$ cat config.mk
export PLATFORM = sky130hd
export DESIGN_NAME = gl3_fifo
export DESIGN_NICKNAME = d
export VERILOG_FILES = /design/src/rtl/core/gl3_fifo.sv
export SDC_FILE = /design/constraint.sdc
export NUM_CORES = 1
export LEC_CHECK = 0
export BUFFER_PORTS_ARGS = -buffer_cell sky130_fd_sc_hd__buf_4
export CORE_MARGIN = 2
export CORE_UTILIZATION = 55
export CTS_BUF_LIST = sky130_fd_sc_hd__clkbuf_2 sky130_fd_sc_hd__clkbuf_4 sky130_fd_sc_hd__clkbuf_8
export CTS_CLUSTER_DIAMETER = 30
export DETAILED_ROUTE_END_ITERATION = 8
export PLACE_DENSITY = 0.78
export SLEW_MARGIN = 20
export SYNTH_ARGS = -nofsm -noshare
export SYNTH_HDL_FRONTEND = slang
export SYNTH_SLANG_ARGS = --single-unit
$ cat constraint.sdc
create_clock -name clk_i -period 1.5 [get_ports clk_i]
set_input_delay 0.15 -clock clk_i [delete_from_list [all_inputs] [get_ports clk_i]]
set_output_delay 0.15 -clock clk_i [all_outputs]
set_load 0.01 [all_outputs]
$ cat src/rtl/core/gl3_fifo.sv
// Small register FIFO used for the item queue and the result queue.
// Depth must be a power of two. No package dependency.
module gl3_fifo #(
  parameter int unsigned Width = 8,
  parameter int unsigned Depth = 4
) (
  input  logic                       clk_i,
  input  logic                       rst_ni,
  input  logic                       push_i,
  input  logic [Width-1:0]           data_i,
  input  logic                       pop_i,
  output logic [Width-1:0]           data_o,
  output logic                       valid_o,
  output logic                       full_o,
  output logic [$clog2(Depth+1)-1:0] count_o
);

  localparam int unsigned PtrBits = $clog2(Depth);
  localparam int unsigned CntBits = $clog2(Depth+1);

  logic [Width-1:0]   mem_q [Depth];
  logic [PtrBits-1:0] wptr_q, wptr_d;
  logic [PtrBits-1:0] rptr_q, rptr_d;
  logic [CntBits-1:0] count_q, count_d;

  assign valid_o = (count_q != '0);
  assign full_o  = (count_q == CntBits'(Depth));
  assign data_o  = mem_q[rptr_q];
  assign count_o = count_q;

  always_comb begin
    wptr_d  = push_i ? wptr_q + 1'b1 : wptr_q;
    rptr_d  = pop_i ? rptr_q + 1'b1 : rptr_q;
    count_d = count_q;
    if (push_i && !pop_i) begin
      count_d = count_q + 1'b1;
    end else if (!push_i && pop_i) begin
      count_d = count_q - 1'b1;
    end
  end

  always_ff @(posedge clk_i or negedge rst_ni) begin
    if (!rst_ni) begin
      wptr_q  <= '0;
      rptr_q  <= '0;
      count_q <= '0;
    end else begin
      wptr_q  <= wptr_d;
      rptr_q  <= rptr_d;
      count_q <= count_d;
    end
  end

  always_ff @(posedge clk_i) begin
    if (push_i) begin
      mem_q[wptr_q] <= data_i;
    end
  end

endmodule

==> run_results.csv <==
group,metric,value,unit
detailed_routing,vias,837,
power,p_leak,0.829,nW
timing,finalMaxSlewViolations,0,
timing,relSlewSlack,0.727,
timing,fin_skew,0.00770,ns
timing,worst_pin_slew,0.410,ns
grt,track_usage,0.186,
power,netSwitchingFraction,0.278,
detailed_routing,firstDrtPassIters,6,
placed_design,gp_congestion,0.689,
critical_path,critPathSlowestCell,"mux4_2",
grt,antenna_found_initial,0,
power,seq_power_share,0.401,
synth,yosysWarnings,0,
power,clkPwrFrac,0.215,
critical_path,critPathKind,"flip-flop to primary output",
detailed_routing,wl_per_cell,16.9,um
floorplanning,die_h,57.1,um
power,combPwrFrac,0.384,
cells_and_area,drive_gt1_frac,0.429,
critical_path,critPathCaptureType,"primary output",
floorplanning,initial_utilization,0.572,
cells_and_area,n_antenna_cell,0,
clock_network,insertion_delay,0.34,ns
critical_path,critical_path.max_stage_delay,0.49,ns
synth,postSynthAreaPerCell,20.4,um2
placed_design,place_ws,0.00386,ns
critical_path,cp_max_fo,3,
detailed_routing,via_per_inst,5.33,
timing,layout_min_cycle_time,1.72,ns
cells_and_area,final_cell_mix,"edfxtp_1, buf_4, dlygate4sd3_1, buf_6, mux4_2",
synth,synth_seq_area_share,0.733,
status,outcome,"finished, violations left",
detailed_routing,drt_iter0_markers,25,
critical_path,crit_top_cell,"buf_4",
detailed_routing,wirelength,2650,um
grt,overflow,0,
grt,grt_pass1_wl,4200,um
status,violations,"negative setup slack",
timing,hold_slack,0.0228,ns
timing,hold_violations,0,
timing,finalSetupViolCount,9,
timing,setup_ws,-0.224,ns
floorplanning,core_area,2710,um2
floorplanning,dieWidth,57.1,um
synth,synth_area,1550,um2
critical_path,path_cells,"buf_4, mux4_2, buf_4",
placed_design,io_buffers,24,
timing,rsz0062_at_grt,"yes",
placed_design,dp.final_hpwl,1640,um
clock_network,cts.path.max_buffers,2,
clock_network,cts_tree,"built",
placed_design,place_area,1840,um2
floorplanning,rows,19,
critical_path,cp.arrival,1.57,ns
detailed_routing,wl_met3,129,um
timing,max_freq,580,MHz
critical_path,critPathLaunchType,"flip-flop",
synth,yosysUniqueCellTypes,17,
critical_path,cp_num_buf_inv,2,
detailed_routing,routed.top_layer,"met4",
clock_network,path_clk_slew,0.11,ns
cells_and_area,fin_nets,143,
cells_and_area,final_cell_area,2120,um2
power,internal-power,0.00294,W
clock_network,htreeDepth,2,
detailed_routing,wl_met2,1470,um
worst_hold_path,hold_class,"input port to flip-flop",
synth,syn_nets,94,
critical_path,crit_required,1.35,ns
cells_and_area,area_growth,36.8,%
timing,timing.final.crit_share,1.15,
synth,syn_inst,76,
clock_network,cts_buffers,5,
detailed_routing,antenna_left,0,
power,powerDensity,1920,nW/um2
grt,first_global_vias,859,
synth,ys_ff_latch,39,
detailed_routing,drc,0,
grt,grt_max_degree,13,
power,ir_drop,1970,uV
detailed_routing,drt-met1-wl,1040,um
clock_network,cts_root_buf,"clkbuf_4",
power,power_switching,0.00113,W
critical_path,cp_top_family,"multiplexers",
floorplanning,dieArea,3260,um2
cells_and_area,layout_commonest_cell,"edfxtp_1",
flow_run,cap_violations,0,
floorplanning,io_pins,25,
clock_network,clock_sinks,39,
state kept, by name, summed over array words and instances (netlist names):
name and cells:
mem_q 32, count_o 3, rptr_q 2, wptr_q 2
what timing repair did:
item,CTS,global route
hold buffers,10,0
setup buffers,2,1
endpoints found under the hold margin,40,0
pin swaps,1,4
endpoints found under the setup margin,10,11
cloned,0,0
gates resized for setup,10,3
power groups by stage:
| stage | Clock, W | Sequential (W) | Combinational, W |
|---|---|---|---|
| detailed placement | 0 | 0.00165 | 0.00135 |
| CTS | 0.000885 | 0.00162 | 0.00154 |
| global placement | 0 | 0.00163 | 0.00131 |
| finish | 0.000875 | 0.00164 | 0.00156 |
| global route | 0.000943 | 0.00166 | 0.00169 |
| floorplan | 0 | 0.00159 | 0.000743 |
synthesized netlist by cell type (all sizes together):
| cell | count | share of area |
|---|---|---|
| ha | 5 | 0.040 |
| and2 | 4 | 0.016 |
| mux4 | 8 | 0.12 |
| nor3b | 1 | 0.0048 |
| mux2 | 1 | 0.0073 |
| or3 | 1 | 0.0040 |
| edfxtp | 32 | 0.62 |
| nand2 | 2 | 0.0048 |
| buf | 2 | 0.010 |
| fa | 1 | 0.013 |
| dfrtp | 7 | 0.11 |
| nor2 | 1 | 0.0024 |
| xnor2 | 2 | 0.011 |
| xor2 | 4 | 0.023 |
| o21ai | 1 | 0.0032 |
| inv | 4 | 0.0097 |
cells by family (layout without fill, tap and decap cells):
| logic type | count (synthesis) | in the layout | share of synthesized area |
|---|---|---|---|
| flops | 39 | 39 | 0.733 |
| fa+ha+maj | 6 | 6 | 0.0533 |
| compound gates | 1 | 1 | 0.00323 |
| buf+inv | 6 | 56 | 0.0202 |
| mux | 9 | 9 | 0.124 |
| xor+xnor | 6 | 6 | 0.0339 |
| simple gates | 9 | 9 | 0.0323 |
stage by stage:
stage	cells	utilization	setup TNS [ns]	total power, W
after global placement	136	0.680	0	0.00295
after CTS	156	0.775	-1.87	0.00405
after floorplan	76	-	0	0.00234
after global routing	157	0.782	-2.17	0.00429
final	157	0.782	-1.73	0.00407
after detailed placement	136	0.680	0	0.00300
area by class of cell:
| cell class | instances | area, um2 |
|---|---|---|
| clock inverters | 2 | 60.1 |
| flip-flops and latches | 39 | 1140 |
| multi-input cells | 31 | 394 |
| well taps | 31 | 38.8 |
| inverters | 4 | 15.0 |
| repair buffers | 44 | 430 |
| fillers | 137 | 591 |
| clock buffers | 6 | 45.0 |
routing by layer:
metal | vias up | GRT usage
met2 | 23 | 0.302
li1 | 385 | -
met4 | 0 | 0.0797
met5 | - | 0
met1 | 427 | 0.224
met3 | 2 | 0.0703
final timing paths:
path / from / to / slack, ns / cells past startpoint
min in group asynchronous: rst_ni / wptr_q[1] / 0.18 / 2
hold reg to reg: wptr_q[0] / wptr_q[0] / 0.54 / 1
max in group asynchronous: rst_ni / count_o[2] / 1.20 / 2
setup reg to reg: count_o[0] / count_o[2] / 0.11 / 5
setup / recovery: rptr_q[0] / data_o[6] / -0.22 / 3
hold / removal: push_i / wptr_q[0] / 0.02 / 2
Power figures use the tool's default switching activity.
