File: config.mk
export PLATFORM = sky130hd
export DESIGN_NAME = gl3_front
export DESIGN_NICKNAME = d
export VERILOG_FILES = /design/src/rtl/core/gl3_pkg.sv /design/src/rtl/core/gl3_front.sv
export SDC_FILE = /design/constraint.sdc
export NUM_CORES = 1
export LEC_CHECK = 0
export BUFFER_PORTS_ARGS = -buffer_cell sky130_fd_sc_hd__buf_2
export CAP_MARGIN = 40
export CELL_PAD_IN_SITES_DETAIL_PLACEMENT = 0
export CELL_PAD_IN_SITES_GLOBAL_PLACEMENT = 1
export CORE_ASPECT_RATIO = 0.8
export CORE_MARGIN = 2
export CORE_UTILIZATION = 45
export CTS_BUF_LIST = sky130_fd_sc_hd__clkbuf_2 sky130_fd_sc_hd__clkbuf_4 sky130_fd_sc_hd__clkbuf_8
export DETAILED_ROUTE_END_ITERATION = 10
export PLACE_DENSITY_LB_ADDON = 0.1
export SYNTH_ARGS = -nofsm -noshare
export SYNTH_HDL_FRONTEND = slang
export SYNTH_SLANG_ARGS = --single-unit
File: constraint.sdc
create_clock -name clk_i -period 4.7 [get_ports clk_i]
set_input_delay 0.705 -clock clk_i [delete_from_list [all_inputs] [get_ports clk_i]]
set_output_delay 0.705 -clock clk_i [all_outputs]
set_load 0.03 [all_outputs]
File: src/rtl/core/gl3_pkg.sv
// Shared types and constants of the 3x3 Gaussian low-pass filter.
// No dependencies; the front end, back end and top level import this package.
package gl3_pkg;

  localparam int unsigned MaxWidthDefault  = 1024;
  localparam int unsigned PixelBitsDefault = 16;

  localparam int unsigned WidthRegBits  = 11;
  localparam int unsigned HeightRegBits = 16;
  localparam int unsigned CfgDataBits   = 16;
  localparam int unsigned OutBits       = 13;

  localparam logic [WidthRegBits-1:0]  WidthReset  = 11'd640;
  localparam logic [HeightRegBits-1:0] HeightReset = 16'd480;

  // configuration register indexes
  localparam logic CfgImageWidth  = 1'b0;
  localparam logic CfgImageHeight = 1'b1;

  // input operation codes
  localparam logic OpPixel = 1'b0;
  localparam logic OpFlush = 1'b1;

  // 160 = 2^KernelShift * KernelOdd
  localparam int unsigned KernelShift = 5;
  localparam int unsigned KernelOdd   = 5;

  localparam int unsigned ItemQueueDepth = 4;
  localparam int unsigned OutQueueDepth  = 8;

  // per-item border classification, decided from the stream counters
  typedef struct packed {
    logic emit;
    logic mask_left;
    logic mask_top;
    logic mask_bot;
    logic right_zero;
    logic last;
  } cls_t;

  typedef struct packed {
    logic [OutBits-1:0] pixel;
    logic               last;
  } result_t;

endpackage

File: src/rtl/core/gl3_front.sv
// Front end: configuration registers, input handshake, row/column counters
// and border classification of each item. Depends on gl3_pkg.
module gl3_front #(
  parameter int unsigned MaxWidth  = gl3_pkg::MaxWidthDefault,
  parameter int unsigned PixelBits = gl3_pkg::PixelBitsDefault
) (
  input  logic                             clk_i,
  input  logic                             rst_ni,
  input  logic                             cfg_we_i,
  input  logic                             cfg_index_i,
  input  logic [gl3_pkg::CfgDataBits-1:0]  cfg_data_i,
  input  logic                             in_valid_i,
  output logic                             in_stall_o,
  input  logic                             operation_i,
  input  logic signed [PixelBits-1:0]      pixel_in_i,
  input  logic                             queue_full_i,
  output logic                             push_o,
  output logic signed [PixelBits-1:0]      item_pixel_o,
  output logic [$clog2(MaxWidth)-1:0]      item_col_o,
  output gl3_pkg::cls_t                    item_cls_o,
  output logic                             restart_o
);

  import gl3_pkg::*;

  localparam int unsigned ColBits = $clog2(MaxWidth);
  localparam int unsigned RowBits = HeightRegBits + 1;

  logic [WidthRegBits-1:0]  width_q;
  logic [HeightRegBits-1:0] height_q;
  logic [ColBits-1:0]       col_q, col_d;
  logic [RowBits-1:0]       row_q, row_d;
  logic [ColBits-1:0]       w_m1;
  logic [RowBits-1:0]       h_eff, h_p1;
  logic                     accept, first_col;
  cls_t                     cls;

  assign accept     = in_valid_i && !in_stall_o;
  assign in_stall_o = queue_full_i;
  assign push_o     = accept;
  assign restart_o  = cfg_we_i;

  // effective frame size: width clamped to 1..MaxWidth, height 0 acts as 1
  always_comb begin
    if (width_q == '0) begin
      w_m1 = '0;
    end else if (32'(width_q) > MaxWidth) begin
      w_m1 = ColBits'(MaxWidth - 1);
    end else begin
      w_m1 = ColBits'(width_q - 1'b1);
    end
    h_eff = (height_q == '0) ? RowBits'(1) : {1'b0, height_q};
    h_p1  = h_eff + 1'b1;
  end

  assign first_col = (col_q == '0);

  // column 0 finishes the last pixel of the row two rows up
  always_comb begin
    cls.emit       = first_col ? (row_q >= RowBits'(2)) : (row_q != '0);
    cls.mask_left  = first_col ? (w_m1 == '0) : (col_q == ColBits'(1));
    cls.mask_top   = first_col ? (row_q == RowBits'(2)) : (row_q == RowBits'(1));
    cls.mask_bot   = first_col ? (row_q >= h_p1) : (row_q >= h_eff);
    cls.right_zero = first_col;
    cls.last       = first_col && (row_q == h_p1);
  end

  assign item_cls_o   = cls;
  assign item_col_o   = col_q;
  assign item_pixel_o = (operation_i == OpPixel && row_q < h_eff) ? pixel_in_i : '0;

  always_comb begin
    col_d = col_q;
    row_d = row_q;
    if (cfg_we_i) begin
      col_d = '0;
      row_d = '0;
    end else if (accept) begin
      if (cls.last) begin
        col_d = '0;
        row_d = '0;
      end else if (col_q == w_m1) begin
        col_d = '0;
        row_d = row_q + 1'b1;
      end else begin
        col_d = col_q + 1'b1;
      end
    end
  end

  always_ff @(posedge clk_i or negedge rst_ni) begin
    if (!rst_ni) begin
      width_q  <= WidthReset;
      height_q <= HeightReset;
      col_q    <= '0;
      row_q    <= '0;
    end else begin
      col_q <= col_d;
      row_q <= row_d;
      if (cfg_we_i) begin
        unique case (cfg_index_i)
          CfgImageWidth:  width_q  <= cfg_data_i[WidthRegBits-1:0];
          CfgImageHeight: height_q <= cfg_data_i[HeightRegBits-1:0];
          default: ;
        endcase
      end
    end
  end

endmodule

==> impl_metrics.json <==
{
  "rsz0062_at_grt": "false",
  "ys_ff_latch": 54,
  "drc": 0,
  "synth_area_sq_mm": 0.004711,
  "cts_buffer_depth": 2,
  "max_clock_freq_mhz": 236.6,
  "synth_async_sr_flop_share": 1.000,
  "p_per_area_mw_per_mm2": 266.4,
  "irDropWorstVdd_uv": 164.0,
  "fin_setup_tns_ns": 0,
  "status": "completed",
  "end_kind": "primary output",
  "cts_buffers": 5,
  "drive_above_1_share": 0.2250,
  "gp_congestion": 0.9219,
  "ys_seq_area_frac": 0.2884,
  "worst_hold_path_type": "input pin to async pin",
  "tightest_slew_ns": 0.9254,
  "yosysTopAreaCell": "dfrtp_1",
  "clkTransAtPathRegs_ns": 0.11,
  "firstDrtPassIters": 4,
  "grt_overflow_total": 0,
  "p_int_uw": 871.7,
  "fp.dieArea_sq_mm": 0.01131,
  "required_ns": 3.99,
  "grt_pass1_vias": 4005,
  "maxCapViolations": 0,
  "ctsResizeCount": 0,
  "synthFlopType": "dfrtp_1",
  "cts-root-buf": "clkbuf_8",
  "path_class": "register to primary output",
  "grt_pass1_wl_um": 21260,
  "ant_nets": 0,
  "post_cts_buffers": 0,
  "hold_viol": 0,
  "grt_max_degree": 55,
  "fp-row-count": 33,
  "ys.warnings.count": 0,
  "pin_count": 74,
  "p_seq_frac": 0.417,
  "wirelength_um": 13080,
  "first_iter_violations": 341,
  "synthDominantCellAreaShare": 0.2550,
  "setup_viol": 0,
  "placed_area_sq_mm": 0.005151,
  "path_buf_inv": 2,
  "htreeDepth": 2,
  "syn_to_final_growth_pct": 11.77,
  "fin_crit_ns": 4.227,
  "critPathLaunchType": "register",
  "holdBufCountCts": 0,
  "grt_use_total": 0.2367,
  "finalCoreUtilization": 0.5142,
  "nNetsFinal": 680,
  "slew_headroom": 0.3808,
  "avgSynthCellArea_sq_um": 8.691,
  "synth_edf_count": 0,
  "worstPathCellList": "nor4_1 -> a41o_1 -> ha_1 -> inv_1 -> nor2_1 -> nand2_1 -> xnor2_1 -> ha_1 -> nand4_1 -> nor4_1 -> nand4_1 -> nand2_1 -> nor3_1 -> a2bb2oi_1 -> buf_2",
  "ys_top_cells_by_area": "dfrtp_1 25%, ha_1 11%, mux2_2 6.2%",
  "crit_arrival_ns": 3.52,
  "slowest_delay_ns": 0.48,
  "insertion_delay_ns": 0.32,
  "combPwrFrac": 0.351,
  "switching_share": 0.3786,
  "antenna_found_initial": 0,
  "crit_fanout": 8,
  "maxSlewViolCount": 0,
  "skew_ns": 0.01714,
  "via_per_inst": 5.738,
  "num_antenna_cells": 0,
  "hpwl_um": 10300,
  "cts_sinks": 54,
  "synth.distinct_cells": 67,
  "cp_top_family": "simple AND/OR/NAND/NOR gates",
  "chipHeight_um": 95.52,
  "timing.hold.ws_ns": 0.5044,
  "io_buffers": 73,
  "synth_nets": 623,
  "die_w_um": 118.4,
  "critPathSlowestCell": "dfrtp_1",
  "netlist_instances": 542,
  "leakagePower_uw": 0.002385,
  "clkPwrFrac": 0.233,
  "netSwitchingPower_uw": 531.1,
  "coreArea_sq_mm": 0.01024,
  "num_vias": 4246,
  "routedWlPerCell_um": 17.67,
  "fillerInstances": 989,
  "period_share": 0.8994,
  "fin_area_sq_mm": 0.005265,
  "cts_tree": "yes",
  "initial_core_util": 0.4600
}
## final cells by class
type / instances / area [sq um] / area share
Inverter: 34 / 127.6 / 0.02424
Timing Repair Buffer: 79 / 410.4 / 0.07795
Multi-Input combinational cell: 425 / 3079 / 0.5848
Clock buffer: 6 / 76.32 / 0.01450
Tap cell: 140 / 175.2 / 0.03327
Sequential cell: 54 / 1359 / 0.2581
Clock inverter: 2 / 37.54 / 0.007129
## cell usage in the layout (no fill, tap or decap), types with 8 or more instances in the layout
cell / instances
a21oi_1: 19
a32oi_1: 10
and3_1: 11
buf_2: 73
dfrtp_1: 48
ha_1: 42
inv_1: 34
mux2_2: 26
nand2_1: 44
nand3_1: 30
nand4_1: 14
nor2_1: 28
nor2b_1: 9
nor3_1: 16
nor3b_1: 18
nor4_1: 15
o211ai_1: 10
o21ai_0: 19
or2_2: 8
xnor2_1: 22
## metal layers
metal	wire length, um	GRT usage	up-vias
met2	5610	0.3584	101
li1	-	-	2112
met4	64	0.03671	0
met5	0	0	-
met3	807	0.03768	5
met1	6596	0.3597	2028
## Yosys cell counts (all sizes together) (9+ instances only)
master,instances
nor2,28
nand4,14
nor3,16
and3,11
o211ai,11
inv,34
nor4,15
a32oi,10
nor3b,19
buf,9
o21ai,21
a21oi,20
nor2b,9
nand2,44
clkbuf,20
mux2,27
dfrtp,48
xnor2,22
ha,42
nand3,30
## power groups by stage
stage	Clock [uW]	Combinational (uW)	Sequential [uW]
floorplan	0	371	565
global placement	0	481	591
detailed placement	0	489	593
CTS	334	492	584
global route	355	542	596
finish	326	492	584
## logic make-up after synthesis
group	count (synthesis)	synth area share
muxes	29	0.06959
adders and majority gates	42	0.1116
buffers and inverters	63	0.05790
and+or+nand+nor	228	0.2709
xor gates and xnor gates	24	0.04462
AOI/OAI and AO/OA	102	0.1570
DFF	54	0.2884
## path summary, 6_finish.rpt
check                                   startpoint                       to  slack (ns)  depth (start not counted)
min in group clk_i         height_q[4]$_DFFE_PN0P_  height_q[4]$_DFFE_PN0P_        0.57                          1
min reg2reg                height_q[4]$_DFFE_PN0P_  height_q[4]$_DFFE_PN0P_        0.57                          1
min                                         rst_ni     row_q[5]$_DFFE_PN0P_        0.50                          2
max reg2reg                 width_q[0]$_DFFE_PN0P_     row_q[1]$_DFFE_PN0P_        0.70                         10
max                        height_q[1]$_DFFE_PN0P_            item_cls_o[2]        0.47                         15
max in group asynchronous                   rst_ni  height_q[1]$_DFFE_PN0P_        3.70                          2
## through the flow
stage | std cells | power (uW) | setup slack, ns
final | 740 | 1403 | 0.4726
after global routing | 740 | 1492 | 0.1989
after CTS | 740 | 1410 | 0.5046
after detailed placement | 732 | 1082 | 0.7186
after global placement | 730 | 1072 | 0.7838
after floorplan | 542 | 935.4 | 0.7375
## sequential cells by signal (all words and copies together), names as in the netlist
signal and cells:
item_col_o 10, height_q 16, row_q 17, width_q 11
(Power assumes the default switching activity.)
